## config.mk

```make
export PLATFORM = sky130hd
export DESIGN_NAME = i2c_master_write_read_sequencer_unit
export DESIGN_NICKNAME = d
export VERILOG_FILES = /design/src/rtl/i2cmws_pkg.sv /design/src/rtl/i2cmws_seq.sv /design/src/rtl/i2c_master_write_read_sequencer_unit.sv
export VERILOG_INCLUDE_DIRS = /design/src /design/src/rtl
export SDC_FILE = /design/constraint.sdc
export NUM_CORES = 1
export LEC_CHECK = 0
export ABC_CLOCK_PERIOD_IN_PS = 3850
export BUFFER_PORTS_ARGS = -buffer_cell sky130_fd_sc_hd__buf_2
export CELL_PAD_IN_SITES_DETAIL_PLACEMENT = 0
export CELL_PAD_IN_SITES_GLOBAL_PLACEMENT = 1
export CORE_UTILIZATION = 43
export CTS_CLUSTER_SIZE = 30
export DETAILED_ROUTE_END_ITERATION = 7
export PLACE_DENSITY = 0.79
export REMOVE_ABC_BUFFERS = 1
export SLEW_MARGIN = 20
export SYNTH_ARGS = -nofsm -noshare
export SYNTH_HDL_FRONTEND = slang
export SYNTH_SLANG_ARGS = --single-unit
```

## constraint.sdc

```tcl
create_clock -name clk -period 3.85 [get_ports clk]
set_clock_uncertainty 0.05 [all_clocks]
set_input_delay 0.385 -clock clk [delete_from_list [all_inputs] [get_ports clk]]
set_output_delay 0.385 -clock clk [all_outputs]
set_load 0.05 [all_outputs]
```

## src/rtl/i2c_master_write_read_sequencer_unit_macros.svh

```systemverilog
// ---------------------------------------------------------------------------
// I2C write/read sequencer assertion macros
// Shared concurrent assertion wrappers; empty when SYNTHESIS is defined.
// ---------------------------------------------------------------------------
`ifndef I2C_MASTER_WRITE_READ_SEQUENCER_UNIT_MACROS_SVH
`define I2C_MASTER_WRITE_READ_SEQUENCER_UNIT_MACROS_SVH

`ifndef SYNTHESIS

// Same-cycle implication, disabled while in reset
`define I2CMWS_ASSERT_IMP(lbl, clk, rst_n, ante, cons, msg) \
  lbl: assert property (@(posedge clk) disable iff (!rst_n) (ante) |-> (cons)) \
    else $error(msg);

// Next-cycle implication, disabled while in reset
`define I2CMWS_ASSERT_NXT(lbl, clk, rst_n, ante, cons, msg) \
  lbl: assert property (@(posedge clk) disable iff (!rst_n) (ante) |=> (cons)) \
    else $error(msg);

`else

`define I2CMWS_ASSERT_IMP(lbl, clk, rst_n, ante, cons, msg)
`define I2CMWS_ASSERT_NXT(lbl, clk, rst_n, ante, cons, msg)

`endif

`endif

```

## src/rtl/i2cmws_pkg.sv

```systemverilog
// ---------------------------------------------------------------------------
// I2C write/read sequencer package
// Item types, item kind codes and bus command codes.
// ---------------------------------------------------------------------------
package i2cmws_pkg;

  // Input item kinds
  localparam logic [1:0] KIND_LOAD   = 2'd0;
  localparam logic [1:0] KIND_START  = 2'd1;
  localparam logic [1:0] KIND_EVENT  = 2'd2;
  localparam logic [1:0] KIND_UNUSED = 2'd3;

  // Bus commands
  localparam logic [2:0] CMD_NONE      = 3'd0;
  localparam logic [2:0] CMD_START     = 3'd1;
  localparam logic [2:0] CMD_WRITE     = 3'd2;
  localparam logic [2:0] CMD_RESTART   = 3'd3;
  localparam logic [2:0] CMD_ACK_RECV  = 3'd4;
  localparam logic [2:0] CMD_NACK_STOP = 3'd5;

  typedef struct packed {
    logic [1:0]  kind;
    logic [7:0]  data_byte;
    logic [7:0]  slave_address;
    logic [4:0]  write_count;
    logic [15:0] read_count;
    logic        with_read;
    logic        nack_received;
  } in_item_t;

  typedef struct packed {
    logic [2:0] command;
    logic [7:0] bus_byte;
    logic       read_valid;
    logic [7:0] read_byte;
    logic       busy_res;
    logic       error;
  } out_item_t;

endpackage

```

## src/rtl/i2cmws_seq.sv

```systemverilog
// ---------------------------------------------------------------------------
// I2C write/read sequencer decision core
// Holds the transaction state and write buffer, decides one command per item.
// ---------------------------------------------------------------------------
`include "i2c_master_write_read_sequencer_unit_macros.svh"

module i2cmws_seq #(
  parameter int WRITE_DEPTH = 16
) (
  input  logic                 clk,
  input  logic                 rst_n,
  input  logic                 step_en,
  input  i2cmws_pkg::in_item_t item,
  output i2cmws_pkg::out_item_t result
);

  localparam int CW = $clog2(WRITE_DEPTH + 1);
  localparam int AW = (WRITE_DEPTH > 1) ? $clog2(WRITE_DEPTH) : 1;
  localparam int WW = (CW > 5) ? CW : 5;

  logic [7:0]    wbuf [WRITE_DEPTH];
  logic [7:0]    rd_data_r;

  logic          busy_r, busy_nxt;
  logic          error_r, error_nxt;
  logic [CW-1:0] load_pos_r, load_pos_nxt;
  logic [CW-1:0] send_pos_r, send_pos_nxt;
  logic [CW-1:0] writes_left_r, writes_left_nxt;
  logic [15:0]   reads_left_r, reads_left_nxt;
  logic [7:0]    restart_r, restart_nxt;
  logic          load_we;
  logic [WW-1:0] wc_ext;

  // Decide the command and next state for the item at hand
  always_comb begin
    busy_nxt        = busy_r;
    error_nxt       = error_r;
    load_pos_nxt    = load_pos_r;
    send_pos_nxt    = send_pos_r;
    writes_left_nxt = writes_left_r;
    reads_left_nxt  = reads_left_r;
    restart_nxt     = restart_r;
    load_we         = 1'b0;
    wc_ext          = WW'(item.write_count);
    result          = '0;
    result.command  = i2cmws_pkg::CMD_NONE;

    case (item.kind)
      i2cmws_pkg::KIND_LOAD: begin
        if (!busy_r && (load_pos_r < CW'(WRITE_DEPTH))) begin
          load_we      = 1'b1;
          load_pos_nxt = load_pos_r + 1'b1;
        end
      end
      i2cmws_pkg::KIND_START: begin
        if (!busy_r) begin
          // saturate the write count to the buffer depth
          if (wc_ext > WW'(WRITE_DEPTH)) begin
            writes_left_nxt = CW'(WRITE_DEPTH);
          end else begin
            writes_left_nxt = CW'(wc_ext);
          end
          reads_left_nxt  = item.with_read ? item.read_count : 16'd0;
          restart_nxt     = item.with_read ? (item.slave_address | 8'd1) : 8'd0;
          send_pos_nxt    = '0;
          load_pos_nxt    = '0;
          error_nxt       = 1'b0;
          busy_nxt        = 1'b1;
          result.command  = i2cmws_pkg::CMD_START;
          result.bus_byte = item.slave_address;
        end
      end
      i2cmws_pkg::KIND_EVENT: begin
        if (busy_r) begin
          if (item.nack_received) begin
            error_nxt      = 1'b1;
            busy_nxt       = 1'b0;
            result.command = i2cmws_pkg::CMD_NACK_STOP;
          end else if (writes_left_r != '0) begin
            writes_left_nxt = writes_left_r - 1'b1;
            send_pos_nxt    = send_pos_r + 1'b1;
            result.command  = i2cmws_pkg::CMD_WRITE;
            result.bus_byte = rd_data_r;
          end else if (restart_r != 8'd0) begin
            restart_nxt     = 8'd0;
            result.command  = i2cmws_pkg::CMD_RESTART;
            result.bus_byte = restart_r;
          end else if (reads_left_r != 16'd0) begin
            reads_left_nxt    = reads_left_r - 16'd1;
            result.read_valid = 1'b1;
            result.read_byte  = item.data_byte;
            if (reads_left_r != 16'd1) begin
              result.command = i2cmws_pkg::CMD_ACK_RECV;
            end else begin
              result.command = i2cmws_pkg::CMD_NACK_STOP;
              busy_nxt       = 1'b0;
            end
          end else begin
            result.command = i2cmws_pkg::CMD_NACK_STOP;
            busy_nxt       = 1'b0;
          end
        end
      end
      default: begin
      end
    endcase

    result.busy_res = busy_nxt;
    result.error    = error_nxt;
  end

  // Advance the transaction state once per item
  always_ff @(posedge clk) begin
    if (!rst_n) begin
      busy_r        <= 1'b0;
      error_r       <= 1'b0;
      load_pos_r    <= '0;
      send_pos_r    <= '0;
      writes_left_r <= '0;
      reads_left_r  <= '0;
      restart_r     <= '0;
    end else if (step_en) begin
      busy_r        <= busy_nxt;
      error_r       <= error_nxt;
      load_pos_r    <= load_pos_nxt;
      send_pos_r    <= send_pos_nxt;
      writes_left_r <= writes_left_nxt;
      reads_left_r  <= reads_left_nxt;
      restart_r     <= restart_nxt;
    end
  end

  // Write buffer: fill on load, prefetch the next byte to send on every item.
  // Loads happen only while idle and a start always re-reads entry zero,
  // so the prefetched byte is current whenever a write command uses it.
  always_ff @(posedge clk) begin
    if (step_en && load_we) begin
      wbuf[load_pos_r[AW-1:0]] <= item.data_byte;
    end
    if (step_en) begin
      rd_data_r <= wbuf[send_pos_nxt[AW-1:0]];
    end
  end

  `I2CMWS_ASSERT_IMP(a_err_not_busy, clk, rst_n, error_r, !busy_r,
                     "error flag set while a transaction is in progress")
  `I2CMWS_ASSERT_IMP(a_writes_bound, clk, rst_n, 1'b1, writes_left_r <= CW'(WRITE_DEPTH),
                     "write count exceeds buffer depth")
  `I2CMWS_ASSERT_IMP(a_restart_rd, clk, rst_n, restart_r != 8'd0, restart_r[0],
                     "repeated start address lacks the read bit")
  `I2CMWS_ASSERT_NXT(a_send_step, clk, rst_n,
                     step_en && result.command == i2cmws_pkg::CMD_WRITE,
                     send_pos_r == $past(send_pos_r) + 1'b1,
                     "send position did not advance after a write byte")

endmodule

```

## src/rtl/i2c_master_write_read_sequencer_unit.sv

```systemverilog
// ---------------------------------------------------------------------------
// I2C master write/read sequencer
// Sequences one combined write / repeated-start read transaction on I2C.
// ---------------------------------------------------------------------------
// Usage:
//   in_item carries load, start and bus event items over in_valid/in_ready.
//   Loads fill the write buffer while idle; a start issues the address and
//   arms the transaction; each bus event from the byte engine returns the
//   next command (write byte, repeated start, ack/nack receive or stop).
//   Every accepted item yields exactly one out_item on out_valid/out_ready.
// Timing:
//   An item is held in the input register, then its decision lands in the
//   output register, where the result is offered. One item per cycle is
//   sustained while out_ready stays high; the decision core's state update
//   sets that rate.
// Reset (rst_n low, synchronous) empties both registers and returns the
//   sequencer to idle with no error and an empty write buffer count.
// Stall: while out_ready is low the result holds; one more item is taken
//   into the input register, then in_ready drops until the result leaves.
// ---------------------------------------------------------------------------
`include "i2c_master_write_read_sequencer_unit_macros.svh"

module i2c_master_write_read_sequencer_unit #(
  parameter int WRITE_DEPTH = 16
) (
  input  logic                  clk,
  input  logic                  rst_n,
  input  logic                  in_valid,
  output logic                  in_ready,
  input  i2cmws_pkg::in_item_t  in_item,
  output logic                  out_valid,
  input  logic                  out_ready,
  output i2cmws_pkg::out_item_t out_item
);

  i2cmws_pkg::in_item_t  s1_r;
  logic                  s1_valid_r;
  i2cmws_pkg::out_item_t res;
  i2cmws_pkg::out_item_t out_r;
  logic                  out_valid_r;
  logic                  step_en;
  logic                  in_fire;

  // Move an item forward whenever the output register is free or emptying
  assign step_en  = s1_valid_r && (!out_valid_r || out_ready);
  assign in_ready = !s1_valid_r || step_en;
  assign in_fire  = in_valid && in_ready;

  // Hold the accepted item
  always_ff @(posedge clk) begin
    if (!rst_n) begin
      s1_valid_r <= 1'b0;
    end else if (in_fire) begin
      s1_valid_r <= 1'b1;
    end else if (step_en) begin
      s1_valid_r <= 1'b0;
    end
  end

  always_ff @(posedge clk) begin
    if (in_fire) begin
      s1_r <= in_item;
    end
  end

  i2cmws_seq #(
    .WRITE_DEPTH (WRITE_DEPTH)
  ) u_seq (
    .clk     (clk),
    .rst_n   (rst_n),
    .step_en (step_en),
    .item    (s1_r),
    .result  (res)
  );

  // Hold the result until taken
  always_ff @(posedge clk) begin
    if (!rst_n) begin
      out_valid_r <= 1'b0;
    end else if (step_en) begin
      out_valid_r <= 1'b1;
    end else if (out_ready) begin
      out_valid_r <= 1'b0;
    end
  end

  always_ff @(posedge clk) begin
    if (step_en) begin
      out_r <= res;
    end
  end

  assign out_valid = out_valid_r;
  assign out_item  = out_r;

  `I2CMWS_ASSERT_IMP(a_start_busy, clk, rst_n,
                     out_valid_r && out_r.command == i2cmws_pkg::CMD_START,
                     out_r.busy_res && !out_r.error,
                     "start result does not report a fresh busy transaction")
  `I2CMWS_ASSERT_IMP(a_read_cmd, clk, rst_n, out_valid_r && out_r.read_valid,
                     out_r.command == i2cmws_pkg::CMD_ACK_RECV ||
                     out_r.command == i2cmws_pkg::CMD_NACK_STOP,
                     "read byte returned with a non-receive command")
  `I2CMWS_ASSERT_IMP(a_stop_idle, clk, rst_n,
                     out_valid_r && out_r.command == i2cmws_pkg::CMD_NACK_STOP,
                     !out_r.busy_res,
                     "stop result still reports busy")

endmodule
```

* Word-level counts from Yosys, hierarchy flattened *
Memories as Yosys holds them, arrays and structs flattened. A register that Yosys moved wholly into a read port is not among the register bits.
Index checks and enable logic that the tools add are counted.

storage, ports and cells
  memories = 1
  RAM bits = 128
  input port bits = 45
  word-level logic and storage cells = 129
  bits in registers = 106

memories
  memory      depth  bits a word  rd ports  clocked after memory_dff  wr ports  RTL line          RTL
  u_seq.wbuf  16     8            1         1                         1         i2cmws_seq.sv:21  logic [7:0] wbuf [WRITE_DEPTH];

operators by class
  eq/ne operators = 12
  bitwise gates (word level) = 3
  reductions and logical operators = 23
  $lt $le $gt $ge = 2
  add/subtract/negate cells = 4
  muxes and demuxes = 61

operator list
  cell                     count
  $mux W16                 7
  $mux W8                  7
  $mux W5                  11
  $mux W9                  4
  $pmux W16 S2             1
  $pmux W5 S2              3
  $pmux W11 S2             1
  $mux W20                 1
  $mux W1                  19
  $mux W17                 1
  $ne A16 B1 Y1 const B    1
  $pmux W8 S2              1
  $reduce_bool A16 Y1      1
  $sub A16 B1 Y16 const B  1
  $mux W11                 1
  $add A5 B1 Y5 const B    2
  $ne A2 B1 Y1 const B     5
  $ne A2 B2 Y1 const B     4
  $reduce_and A8 Y1        1
  $reduce_bool A2 Y1       4
  $reduce_bool A8 Y1       1
  $reduce_and A7 Y1        1
  $mux W3                  2
  $reduce_and A6 Y1        1
  15 further kinds         24

* Longest topological paths before layout *
Gate-level depths: netlist of run 1.

  depth in word-level cells = 8
  depth in mapped cells = 13
  gate-level depth less buffers = 9

* Modules after synthesis *
From an unflattened synthesis of run 1, not the netlist that was laid out.

unflattened totals
  cells, all modules = 998
  area, all modules = 11328.4 µm²

modules (own cells, without submodules)
  module                                area an instance (µm²)  times used  cells each
  i2cmws_seq                            9332.7                  1           926
  i2c_master_write_read_sequencer_unit  1995.7                  1           72

* Least setup slack after synthesis of run 1 *
Ideal clock, no wire load.

  path type = register to register
  start = register out_valid_r (netlist: out_valid)
  end = register u_seq.writes_left_r[0]
  path buffers = 3
  required time = 3.729 ns
  stages on the path, launching flop included = 10
  library setup time = 0.071 ns
  setup slack = 0.811 ns
  arrival time = 2.918 ns
  path through = dfxtp_1 nor2b_1 nand2b_1 clkbuf_1 inv_1 clkbuf_1 nand3_1 clkbuf_1 nand4b_1 a21oi_1

on the way
  word-level cells in the longest chain between the ends = 4

RTL lines
  item                         RTL line                                    RTL
  start, declared              i2c_master_write_read_sequencer_unit.sv:40  logic out_valid_r;
  start signal, assigned       i2c_master_write_read_sequencer_unit.sv:79  out_valid_r <= 1'b0;
  start signal, assigned       i2c_master_write_read_sequencer_unit.sv:81  out_valid_r <= 1'b1;
  start signal, assigned       i2c_master_write_read_sequencer_unit.sv:83  out_valid_r <= 1'b0;
  $logic_not A1 Y1             i2c_master_write_read_sequencer_unit.sv:45  assign step_en = s1_valid_r && (!out_valid_r || out_ready);
  $logic_or A1 B1 Y1           i2c_master_write_read_sequencer_unit.sv:45
  $logic_and A1 B1 Y1          i2c_master_write_read_sequencer_unit.sv:45
  net step_en                  i2c_master_write_read_sequencer_unit.sv:41  logic step_en;
  $reduce_and A6 Y1 (no line)  n/a
  end signal, assigned         i2cmws_seq.sv:127                           writes_left_r <= writes_left_nxt;
  end, declared                i2cmws_seq.sv:28                            logic [CW-1:0] writes_left_r, writes_left_nxt;

The timed path passes the listed nets, and every way through them passes these cells.
A chain may end at the register's enable or synchronous reset.

* Final worst setup path of run 1 *
  start = register s1_r[39] in the netlist's numbering
  end = register u_seq.rd_data_r[4], read port of u_seq.wbuf (data pin)

on the way
  word-level cells in the longest chain between the ends = 2

RTL lines
  item                                          RTL line                                    RTL
  start, declared                               i2c_master_write_read_sequencer_unit.sv:36  i2cmws_pkg::in_item_t s1_r;
  start signal, assigned                        i2c_master_write_read_sequencer_unit.sv:62  s1_r <= in_item;
  $eq A2 B2 Y1 or $eq A2 B1 Y1 (tied branches)  i2cmws_seq.sv:48                            case (item.kind)
  $pmux W5 S2 (*)                               i2cmws_seq.sv:48
  end, declared                                 i2cmws_seq.sv:22                            logic [7:0] rd_data_r;

Every way passes the cells marked *; elsewhere a longest branch is shown, timed or not.

==> results of run 1 <==
==> logic make-up (layout without fill, tap and decap cells) <==
kind of cell | Yosys count | count (layout) | share of synthesized area (%)
multiplexers | 11 | 11 | 1.04
flip-flops | 241 | 241 | 64.2
AO/OA/AOI/OAI | 215 | 215 | 12.8
adder cells (fa/ha/maj) | 13 | 13 | 1.53
XOR/XNOR | 4 | 4 | 0.330
AND/OR/NAND/NOR | 330 | 330 | 16.6
buffers and inverters | 79 | 200 | 3.46
==> final timing paths <==
| kind | to | slack, ns | depth (start not counted) |
|---|---|---|---|
| setup reg to reg | u_seq.rd_data_r[4] | 0.57 | 10 |
| setup / recovery | u_seq.rd_data_r[4] | 0.57 | 10 |
| hold / removal | s1_valid_r | 0.02 | 3 |
| hold reg to reg | u_seq.restart_r[1] | 0.43 | 2 |
==> sequential cells by signal, indices dropped and copies added, names as in the netlist <==
register             flops
u_seq.wbuf             128
s1_r                    41
out_item                22
u_seq.reads_left_r      16
u_seq.rd_data_r          8
u_seq.restart_r          8
u_seq.load_pos_r         5
u_seq.writes_left_r      5
u_seq.send_pos_r         4
out_valid                1
s1_valid_r               1
u_seq.busy_r             1
u_seq.error_r            1
==> Yosys cell counts, types with 15 or more instances <==
master	instances
edfxtp_1	199
a21oi_1	69
nand2_1	71
nor3_1	16
inv_1	16
clkbuf_1	34
o21ai_1	16
nor2_1	49
nand3_1	127
dfxtp_1	42
buf_2	15
o21ai_0	66
==> through the flow <==
step | setup slack, ns | hold slack, ns | std cells | cell area (sq um)
detailed placement | 0.640 | 0.423 | 1250 | 11300
finish | 0.567 | 0.0221 | 1338 | 12600
CTS | 0.616 | 0.0146 | 1338 | 12600
floorplan | -0.390 | 0.395 | 831 | 10300
global route | 0.407 | 0.0460 | 1338 | 12600
global placement | 0.611 | 0.411 | 1250 | 11300
==> worst max-delay path, stage by stage (launching register included) <==
cell	delay (ns)
edfxtp_1	0.36
inv_1	0.07
ha_1	0.45
nand4b_4	0.19
nor2_1	0.24
nand2_1	0.53
buf_4	0.47
nand3_1	0.14
nand3_1	0.11
a21oi_1	0.31
nor4_2	0.09
==> layer usage <==
layer | global-route usage [%] | wire (um) | part of all wire [%]
met1 | 29.4 | 11800 | 46
met2 | 31.8 | 11900 | 46
met3 | 2.74 | 1450 | 5.6
met4 | 5.38 | 544 | 2.1
met5 | 0 | 0 | 0
==> layout make-up <==
type                            instances  area share (%)
Clock inverter                         15            1.20
Inverter                               17           0.508
Multi-Input combinational cell        573            27.5
Tap cell                              324            3.23
Timing Repair Buffer                  136            7.69
Sequential cell                       241            54.3
Clock buffer                           32            5.53
==> power groups by stage <==
| stage | sequential (mW) | clock [mW] | combinational, mW |
|---|---|---|---|
| after global placement | 3.00 | 0 | 0.434 |
| after CTS | 2.95 | 2.51 | 0.472 |
| after global routing | 2.95 | 2.62 | 0.510 |
| after detailed placement | 3.00 | 0 | 0.437 |
| final | 2.95 | 2.48 | 0.469 |
| after floorplan | 3.02 | 0 | 0.263 |
==> results by group, run 1 <==
Status
  – Status: finished clean

Placed design
  – GPL Wtd Cong: 0.836
  – DP HPWL: 16.3 mm
  – I/O Buffers: 68

Synth
  – EDFF count, synth: 199
  – Synth async-reset ratio: 0%
  – Prevailing post-synth register cell: edfxtp_1
  – Syn Inst Count: 893
  – Sequential fraction of the synthesis area: 64.2%
  – Cell variety after synth: 74
  – Largest cells by area after synthesis: edfxtp_1 56%, dfxtp_1 7.9%, nand3_1 6.0%, a21oi_1 3.3%, o21ai_0 3.1%
  – Syn Area/Cell: 11.9 sq um
  – Yosys reg bits: 241
  – Synth top area share: 56.3%
  – Synth warnings: 0
  – Cell area after synthesis: 0.0106 sq mm
  – Area leader, netlist: edfxtp_1

Layout
  – Nets: 1,054
  – Fill cells: 2,093
  – Most common cell after layout, fill and taps aside: edfxtp_1
  – Register area: 0.00682 sq mm
  – Most frequent cells in the layout: 199 x edfxtp_1, 127 x nand3_1, 71 x nand2_1
  – Layout cells sized above 1: 16.9%
  – Synthesis-to-layout area growth: 18.3%
  – ANT cells: 0
  – Multi-input gate area: 0.00346 sq mm
  – Final core utilization: 51.8%

Pwr
  – NetSw: 1.35 mW
  – P per Cell Area: 470 mW/mm^2
  – Reg power frac: 50.0%
  – Internal power: 4.54 mW
  – Switching Fraction: 23.0%
  – Combinational share of power: 7.9%
  – Clock Power Share: 42.0%
  – Peak VDD IR: 0.301 mV
  – Static leakage: 4.43 nW
  – Power, Total: 5.89 mW

Clock network
  – CTS-repair resized insts: 0
  – Skew-Pair Late Insertion Delay: 0.53 ns
  – CTS tree: yes
  – Setup Fix Bufs, Post-CTS: 0
  – Clk buf depth: 3
  – CTS buffer count: 27
  – Clock sink total: 241
  – Worst-path clk slew: 0.06 ns
  – CTS H-tree lvls: 1
  – CTS root buffer: clkbuf_16
  – Hold buffer count at CTS: 41

Timing
  – Fin Setup TNS: 0 ns
  – Relative slew slack: 31.5%
  – Worst slew pin tran: 1.03 ns
  – Final min period: 3.28 ns
  – Final setup viols: 0
  – RSZ-0062 raised after global routing: no
  – Slew Viols, Final: 0
  – Final Cycle Share: 85.3%
  – FMAX: 305 MHz
  – Final Hold Viols: 0

Die
  – Initial core utilization: 43.8%
  – Core Region: 0.0242 sq mm
  – Boundary pin count: 69
  – Area of the die: 0.0253 sq mm
  – Die H: 159 um
  – Cell Rows: 57
  – Die width: 159 um

Worst setup path
  – Reg2reg start: s1_r[39]
  – Endpoint class of the critical path: flip-flop
  – Critical path class: flip-flop to flip-flop
  – CP Max Fanout: 30
  – Startpoint Class: flip-flop
  – Critical Path RT: 4.07 ns
  – Critical Path AT: 3.51 ns
  – Critical Path Source: s1_r[39]

Global routing
  – Total gr overflow: 0
  – First-pass GRT wire length: 40.3 mm
  – Total GRT Usage: 20.2%
  – Vias in the first global route: 7,132
  – Initial antenna violation count: 0
  – Largest net degree at the start of global routing: 57

Worst hold path
  – Hold Path Origin: in_valid
  – HP Class: primary input to flip-flop

Detailed routing
  – WL per Instance: 19.2 um
  – Routed vias: 7,462
  – First-pass DRT Iterations: 8
  – Vias per cell: 5.58
  – Total wire length: 25.7 mm
  – DRC Markers: 0
  – Initial DRC Count: 763
  – Final ANT Viol Nets: 0

Flow run
  – Maxcap violations: 0
(Power assumes the default switching activity.)
==> run 2, diff against run 1 <==
--- a/config.mk
+++ b/config.mk
@@ -6,14 +6,14 @@
 export SDC_FILE = /design/constraint.sdc
 export NUM_CORES = 1
 export LEC_CHECK = 0
-export ABC_CLOCK_PERIOD_IN_PS = 3850
+export ABC_CLOCK_PERIOD_IN_PS = 2700
 export BUFFER_PORTS_ARGS = -buffer_cell sky130_fd_sc_hd__buf_2
 export CELL_PAD_IN_SITES_DETAIL_PLACEMENT = 0
 export CELL_PAD_IN_SITES_GLOBAL_PLACEMENT = 1
 export CORE_UTILIZATION = 43
 export CTS_CLUSTER_SIZE = 30
 export DETAILED_ROUTE_END_ITERATION = 7
-export PLACE_DENSITY = 0.79
+export PLACE_DENSITY = 0.82
 export REMOVE_ABC_BUFFERS = 1
 export SLEW_MARGIN = 20
 export SYNTH_ARGS = -nofsm -noshare
==> constraint.sdc (replaced) <==
create_clock -name clk -period 2.7 [get_ports clk]
set_clock_uncertainty 0.05 [all_clocks]
set_input_delay 0.27 -clock clk [delete_from_list [all_inputs] [get_ports clk]]
set_output_delay 0.27 -clock clk [all_outputs]
set_load 0.05 [all_outputs]
==> results by group, run 2 (synthesized netlist as in run 1, its figures left out) <==
Layout
  – Max reg flops: 128
  – Cell Count, Final, Fillers Out: 1,402
  – Synthesis-to-layout area growth: 26.3%
  – Most frequent cells in the layout: 199 x edfxtp_1, 127 x nand3_1, 73 x buf_4
  – Layout cells sized above 1: 24.0%
  – ANT cells: 0
  – Nets: 1,117
  – Design Area, Final: 0.0134 sq mm
  – Most common cell after layout, fill and taps aside: edfxtp_1

Pwr
  – Peak VDD IR: 0.479 mV
  – P per Cell Area: 654 mW/mm^2
  – Static leakage: 4.87 nW

Worst setup path
  – Endpoint class of the critical path: flip-flop
  – Startpoint Class: flip-flop
  – Critical Path AT: 2.89 ns
  – Critical path class: flip-flop to flip-flop
  – Critical Path RT: 2.99 ns
  – CP Max Fanout: 15

Detailed routing
  – WL per Instance: 18.6 um
  – Routed vias: 7,739
  – Total wire length: 26.0 mm
  – DRC Markers: 0
  – First-pass DRT Iterations: 5
  – Vias per cell: 5.52
  – Final ANT Viol Nets: 0
  – Initial DRC Count: 779

Timing
  – RSZ-0062 raised after global routing: yes
  – Final Cycle Share: 96.1%
  – Final Hold Viols: 0
  – Final min period: 2.59 ns
  – Final setup viols: 0
  – Relative slew slack: 50.6%
  – FMAX: 385 MHz
  – Worst slew pin tran: 0.740 ns
  – Slew Viols, Final: 0

Clock network
  – Clock sink total: 241
  – Worst-path clk slew: 0.06 ns
  – CTS buffer count: 26
  – CTS H-tree lvls: 1
  – Skew-Pair Late Insertion Delay: 0.55 ns
  – CTS tree: yes
  – Clk buf depth: 3
  – CTS root buffer: clkbuf_16

Placed design
  – I/O Buffers: 68
  – GPL Wtd Cong: 0.908
  – DP HPWL: 16.3 mm
  – Area after DPL: 0.0117 sq mm
  – DP Cell Count: 1,300

Die
  – Cell Rows: 57
  – Boundary pin count: 69
  – Core Region: 0.0242 sq mm
  – Die H: 159 um
  – Die width: 159 um
  – Area of the die: 0.0253 sq mm
  – Initial core utilization: 43.8%

Global routing
  – First-pass GRT wire length: 40.1 mm
  – Total gr overflow: 0
  – Initial antenna violation count: 0
  – Total GRT Usage: 19.9%
  – Vias in the first global route: 7,393
  – Largest net degree at the start of global routing: 52

Flow run
  – Maxcap violations: 0

Status
  – Status: finished clean

Worst hold path
  – HP Class: primary input to flip-flop
==> run 2: area by class of cell <==
cell class / instances / area, sq um
clock inverters: 13 / 218
fillers: 2004 / 10800
well taps: 324 / 405
repair buffers: 200 / 1640
flip-flops and latches: 241 / 6820
inverters: 17 / 63.8
multi-input cells: 573 / 3550
clock buffers: 34 / 712
==> run 2: stage by stage <==
| stage | hold WS [ns] | TNS, ns | worst slack [ns] | util (%) | total power [mW] |
|---|---|---|---|---|---|
| finish | 0.155 | 0 | 0.105 | 55.3 | 8.76 |
| global placement | 0.396 | 0 | 0.0698 | 48.4 | 4.95 |
| global route | 0.150 | -0.0490 | -0.0128 | 55.3 | 9.05 |
| detailed placement | 0.398 | -0.0229 | -0.0229 | 48.4 | 4.96 |
| CTS | 0.144 | 0 | 0.0222 | 54.1 | 8.81 |
| floorplan | 0.319 | -13.27 | -1.54 | - | 4.68 |
==> run 2: per-layer routing <==
layer	track usage, %	vias up	wire length, um
met5	0	-	0
met4	5.20	0	517
met3	2.97	36	2030
met2	31.0	314	11800
met1	29.0	3701	11700
li1	-	3688	-
==> run 2: report_power, final <==
part           total (mW)  internal, mW  switching, mW
combinational       0.767         0.322          0.445
sequential           4.19          4.12         0.0782
clock                3.80          2.35           1.46
total                8.76          6.79           1.98
==> run 2: path summary, 6_finish.rpt <==
path | from | end | slack [ns] | depth (start not counted)
setup / recovery | s1_r[40] | u_seq.rd_data_r[5] | 0.11 | 11
hold / removal | rst_n | u_seq.load_pos_r[0] | 0.16 | 3
setup reg to reg | s1_r[40] | u_seq.rd_data_r[5] | 0.11 | 11
hold reg to reg | u_seq.reads_left_r[13] | u_seq.reads_left_r[13] | 0.42 | 2
==> run 2: repair_timing <==
action,CTS,global route
buffers inserted,0,8
pin swaps,0,5
hold endpoints to repair,43,0
hold buffers,43,0
endpoints found under the setup margin,3,12
gates cloned,0,5
resized for setup,3,26
==> run 2: worst max-delay path, stage by stage (launching register included) <==
cell and delay (ns):
edfxtp_1 0.35, inv_1 0.08, ha_4 0.28, a21boi_4 0.21, a21bo_4 0.26, o21ai_4 0.27
buf_4 0.19, clkbuf_16 0.17, nand3_1 0.08, nand3_1 0.10, a21oi_2 0.10, nor4_2 0.26
